## config.mk

```make
export PLATFORM = sky130hd
export DESIGN_NAME = kdop_proj
export DESIGN_NICKNAME = d
export VERILOG_FILES = /design/src/hw/rtl/kdop_pkg.sv /design/src/hw/rtl/kdop_proj.sv
export SDC_FILE = /design/constraint.sdc
export NUM_CORES = 1
export LEC_CHECK = 0
export ABC_AREA = 1
export BUFFER_PORTS_ARGS = -buffer_cell sky130_fd_sc_hd__buf_4
export CORE_MARGIN = 8
export CORE_UTILIZATION = 52
export DETAILED_ROUTE_END_ITERATION = 16
export PLACE_DENSITY_LB_ADDON = 0.2
export RECOVER_POWER = 25
export SYNTH_ARGS = -nofsm -noshare
export SYNTH_HDL_FRONTEND = slang
export SYNTH_SLANG_ARGS = --single-unit
```

## constraint.sdc

```tcl
create_clock -name vclk -period 3.1
set_input_delay 0.31 -clock vclk [all_inputs]
set_output_delay 0.31 -clock vclk [all_outputs]
set_load 0.02 [all_outputs]
```

## src/hw/rtl/kdop_pkg.sv

```systemverilog
// ----------------------------------------------------------------------------
// kdop_pkg
// Shared types and constants for the k-DOP bound accumulator: request codes,
// bound word type, per-item operation and result records.
// ----------------------------------------------------------------------------
package kdop_pkg;

  // bound word and projection set
  localparam int BOUND_W    = 26;
  localparam int NUM_DIRS   = 12;
  localparam int AXIS_W     = 4;
  localparam int REQ_W      = 3;
  localparam int BOUND_HI_I = 33554431;
  localparam int BOUND_LO_I = -33554432;

  typedef logic signed [BOUND_W-1:0] bound_t;
  typedef bound_t proj_arr_t [NUM_DIRS];

  // empty slab: min at the top of the bound range, max one above its bottom
  localparam bound_t EMPTY_MIN = 26'sd33554431;
  localparam bound_t EMPTY_MAX = -26'sd33554431;

  // result channel packing: slab_min, slab_max, padded to bytes
  localparam int OUT_TDATA_W = ((2 * BOUND_W + 7) / 8) * 8;

  typedef enum logic [REQ_W-1:0] {
    REQ_CLEAR   = 3'd0,
    REQ_ADD     = 3'd1,
    REQ_MERGE   = 3'd2,
    REQ_READ    = 3'd3,
    REQ_OVERLAP = 3'd4
  } req_t;

  // one item's control fields
  typedef struct packed {
    req_t              req;
    logic              set_sel;
    logic [AXIS_W-1:0] axis;
  } op_t;

  // one item's result fields
  typedef struct packed {
    bound_t slab_min;
    bound_t slab_max;
    logic   overlap;
  } res_t;

endpackage

```

## src/hw/rtl/kdop_proj.sv

```systemverilog
// ----------------------------------------------------------------------------
// kdop_proj
// Projects one vertex onto the twelve k-DOP directions, each sum saturated
// to the bound word range.
// ----------------------------------------------------------------------------
module kdop_proj #(
  parameter int COORD_WIDTH = 24
) (
  input  logic signed [COORD_WIDTH-1:0] x_coord,
  input  logic signed [COORD_WIDTH-1:0] y_coord,
  input  logic signed [COORD_WIDTH-1:0] z_coord,
  output kdop_pkg::proj_arr_t           proj_o
);
  import kdop_pkg::*;

  // sum width: two guard bits over a coordinate, never below the bound word
  localparam int SW = (COORD_WIDTH + 2 > BOUND_W) ? COORD_WIDTH + 2 : BOUND_W;
  localparam logic signed [SW-1:0] SAT_HI = SW'(BOUND_HI_I);
  localparam logic signed [SW-1:0] SAT_LO = SW'(BOUND_LO_I);

  logic signed [SW-1:0] xs, ys, zs;
  logic signed [SW-1:0] sum [NUM_DIRS];

  function automatic bound_t sat(input logic signed [SW-1:0] v);
    logic signed [SW-1:0] c;
    begin
      if (v > SAT_HI) begin
        c = SAT_HI;
      end else if (v < SAT_LO) begin
        c = SAT_LO;
      end else begin
        c = v;
      end
      sat = c[BOUND_W-1:0];
    end
  endfunction

  // sign extend coordinates to the sum width
  assign xs = {{(SW-COORD_WIDTH){x_coord[COORD_WIDTH-1]}}, x_coord};
  assign ys = {{(SW-COORD_WIDTH){y_coord[COORD_WIDTH-1]}}, y_coord};
  assign zs = {{(SW-COORD_WIDTH){z_coord[COORD_WIDTH-1]}}, z_coord};

  // direction sums: x, y, z, x+y, x+z, y+z, x-y, x-z, y-z, x+y-z, x+z-y, y+z-x
  always_comb begin
    sum[0]  = xs;
    sum[1]  = ys;
    sum[2]  = zs;
    sum[3]  = xs + ys;
    sum[4]  = xs + zs;
    sum[5]  = ys + zs;
    sum[6]  = xs - ys;
    sum[7]  = xs - zs;
    sum[8]  = ys - zs;
    sum[9]  = xs + ys - zs;
    sum[10] = xs + zs - ys;
    sum[11] = ys + zs - xs;
  end

  always_comb begin
    for (int i = 0; i < NUM_DIRS; i++) begin
      proj_o[i] = sat(sum[i]);
    end
  end

endmodule

```

==> run metrics, run 1 <==
status stopped before the end; stage where the run ended 5_1_grt; stop err [ERROR GRT-0116] Global routing finished with congestion. Check the congestion regions in the DRC Viewer.; # hold bufs at CTS 0; HPWL after DPL between 70000 and 80000 microns; vias in the first global route 32540; I/O Buffers 384; total track usage 75.36%; sequential-to-total area share from yosys stat 0%; Ys Warns 0; Area after DPL 22310 sq um; Mean Syn Cell Area 5.294 sq um; post-synth cell types 34; starting density of the core a little over half; die width ~190 microns; # IOs 384; die height 189.7 microns; cell count after synthesis 2963; total grt overflow 103; final RePlAce weighted congestion 1.227; first-pass GRT wire length 207400 microns; largest net degree at the start of global routing 8; FP Rows 63; Synth Cell Area 15690 sq um; Mapped Nets 3263
-- what timing repair did --
action                                  in CTS
pin swaps                                  278
gates resized for setup                    789
endpoints found under the setup margin      64
setup buffers                              111
-- stage by stage --
step	worst slack, ns	hold slack [ns]	cells	TNS [ns]
after floorplan	0.001292	0.7326	2963	0
after CTS	-0.2495	0.8629	4269	-6.320
after global placement	-0.5417	0.8581	4160	-19.03
after detailed placement	-0.5618	0.8617	4160	-23.00
-- kinds of logic after synthesis --
logic type	count (synthesis)	share of synthesized area, %
buf+inv	657	18.55
xor+xnor	173	9.659
simple gates	1533	40.59
fa+ha+maj	228	18.62
compound gates	372	12.59
-- Yosys cell counts --
library cell / number / area share (%)
a21o_1: 5 / 0.24
o21a_1: 3 / 0.14
nor2_1: 267 / 6.4
nand2_1: 960 / 23
buf_2: 16 / 0.51
ha_1: 219 / 17
a21oi_2: 7 / 0.39
nand3_2: 7 / 0.45
o21ai_0: 113 / 3.6
nand3b_1: 6 / 0.29
nor4_1: 8 / 0.32
nand4_1: 59 / 2.4
xnor2_1: 35 / 2.0
nor3_2: 2 / 0.13
fa_1: 9 / 1.1
nor3_1: 21 / 0.67
and2_1: 16 / 0.64
nand3b_4: 1 / 0.13
buf_6: 8 / 0.57
nor2_2: 17 / 0.68
nand2_2: 24 / 0.96
o21ai_1: 4 / 0.13
a21oi_1: 215 / 6.9
nand3_1: 145 / 4.6
clkbuf_2: 1 / 0.032
buf_4: 96 / 4.6
inv_2: 14 / 0.34
inv_1: 515 / 12
clkbuf_1: 6 / 0.14
xor2_1: 138 / 7.7
clkinv_2: 1 / 0.032
o21ai_2: 1 / 0.056
o21bai_1: 23 / 1.1
o21ba_2: 1 / 0.064
-- layer usage --
layer | GRT overflow | GRT usage (%)
met3 | 3 | 64.65
met5 | 0 | 37.72
met2 | 51 | 89.63
met4 | 44 | 73.00
met1 | 5 | 74.30
==> run 2, diff against run 1 <==
CORE_UTILIZATION = 40   (was 52)
PLACE_DENSITY_LB_ADDON = 0.15   (was 0.2)
clock period = 4 ns   (was 3.1 ns; I/O delays follow)
==> run 2 against run 1 <==
Compared with the run above: the flow now finishes without violations; synthesized area did not move; synthesized cell count did not move.
==> run metrics, run 2 <==
status finished clean; max_cap viols 0; Leak 11.85 nW; min setup slack post-route between 0.1 and 0.15 ns; largest net degree at the start of global routing 10; vias per cell roughly 5.3; synth cell count leaders nand2_1, inv_1, nor2_1; critical-path maximum fanout 5; combinational power share 100.0%; CP Capture Type output port; total grt overflow 0; Sequential Power Share 0%; Hold WC Path Type in2out; number of placed cells counting well taps slightly below 4000; wire length per cell 21.15 microns; Ys Warns 0; FF+latch count 0; I/O Buffers 384; # IOs 384; worst setup path startpoint y_coord[4]; setup violators final 0; mux cell area share after synthesis 0%; Final Non-Filler Cells between 3000 and 4000; total track usage 34.13%; final RePlAce weighted congestion 1.087; minimum clock period 3.891 ns; total power 7.042 mW; post-synth cell types 34; post-synthesis adder-cell area fraction 18.62%; # hold bufs at CTS 0; final wirelength 84210 microns; area share of the leading cell type in the synthesized netlist 22.97%; total core area 38650 sq um; Area after DPL 20060 sq um; XOR/XNOR share of the synthesized area 9.659%; top-count cell post-synth nand2_1; HPWL after DPL 75280 microns; final worst path period share just under 100%; Fin. Hold Viols 0; largest cells by area after synthesis nand2_1, ha_1, inv_1; area occupied by multi-input gates 13540 sq um; Mean Syn Cell Area 5.294 sq um; RSZ-0062 raised after global routing true; Fin Hold WS about 1.0 ns; Slew headroom between 60 and 70%; fin. max-slew vios 0; Net Sw Power 4.431 mW; Fillers 4186; pre-CTS WS -0.05976 ns; antenna-violating nets left 0; min-delay src z_coord[5]; PD cells 340.0 nW/um^2; worst-margin pin slew 0.5562 ns; FP Rows 72; Layout Nets around 3800; cell count after synthesis 2963; Synth Area in Compound Gates 12.59%; DRT iter0 DRCs 2221; drt pass-1 iters 6; Final Cell Area 20710 sq um; Int Pwr 2.611 mW; Ant. Diodes 0; Clock power frac 0%; Layout area overhead 32.05%; layout cells sized above 1 24.02%; largest family of logic cells by synthesized area simple AND/OR/NAND/NOR gates; final core occ a little over half; commonest non-fill, non-tap cell in the layout nand2_1; most frequent cells in the layout nand2_1, buf_4, inv_1; switching share of power 62.92%; worst setup path class in2out; crit path DAT 3.49 ns; DR DRC count 0; vias in the first global route 20160; post-synth top area cell nand2_1; Mapped Nets 3263; setup TNS 0 ns; first-pass GRT wire length 122800 microns; initial antenna violation count 1; Register Area 0 sq um; die width 214.0 microns; simple-gate share of the synthesized area between 40% and 50%; sequential-to-total area share from yosys stat 0%; die height 214.0 microns; # clk buffers 0; die area 45810 sq um; type of origin of the critical path input port; Synth Cell Area around 16000 sq um; detailed-route via count 21120; Max Fclk 257.0 MHz; CP required 3.60 ns; starting density of the core around two fifths; Peak VDD IR 0.3603 mV
-- run 2: cell counts after synthesis --
Identical to the previous run, type by type.
-- run 2: layer usage --
metal	vias up	global-route usage, %	wire (microns)
li1	10170	-	-
met1	9686	44.46	35480
met2	1112	54.79	36550
met3	149	5.726	7928
met4	2	14.70	4239
met5	-	0	12
-- run 2: final cells by class --
type	instances	area share, %
multi-input cells	2306	65.37
repair buffers	628	21.66
inverters	530	9.846
well taps	518	3.129
-- run 2: power groups by stage --
stage                     combinational (mW)  sequential, mW  clock [mW]
final                                   7.04               0           0
after global routing                    7.51               0           0
after CTS                               6.69               0           0
after detailed placement                6.65               0           0
after global placement                  6.65               0           0
after floorplan                         3.78               0           0
-- run 2: what timing repair did --
item                                    CTS  global route
pin swaps                                 0            15
setup buffers                             0            10
endpoints found under the setup margin    6            43
endpoints found under the hold margin     0             0
resized for setup                         7           226
-- run 2: worst max-delay path, stage by stage --
cell and delay [ns]:
buf_4 0.15, inv_1 0.12, ha_1 0.35, o21ai_0 0.26, inv_1 0.09, nand2_2 0.17
nand2_1 0.09, nand2_2 0.10, nand2_1 0.09, nand3_1 0.10, nand2_1 0.07, ha_1 0.41
nand2_1 0.14, o21ai_0 0.40, inv_1 0.09, nand2_1 0.11, nor2_1 0.06, nand2_1 0.06
nand2_1 0.05, nand2_1 0.05, buf_4 0.13
-- run 2: logic make-up (layout without fill, tap and decap cells) --
kind of cell | count (synthesis) | count (layout)
compound gates | 372 | 372
xor+xnor | 173 | 173
fa+ha+maj | 228 | 228
buf+inv | 657 | 1158
simple gates | 1533 | 1533
-- run 2: path summary, 6_finish.rpt --
path / end / slack [ns] / depth (start not counted)
worst max-delay path: proj_o[70] / 0.11 / 21
worst min-delay path: proj_o[239] / 1.05 / 2
No activity file was read; power rests on OpenSTA's default activity.
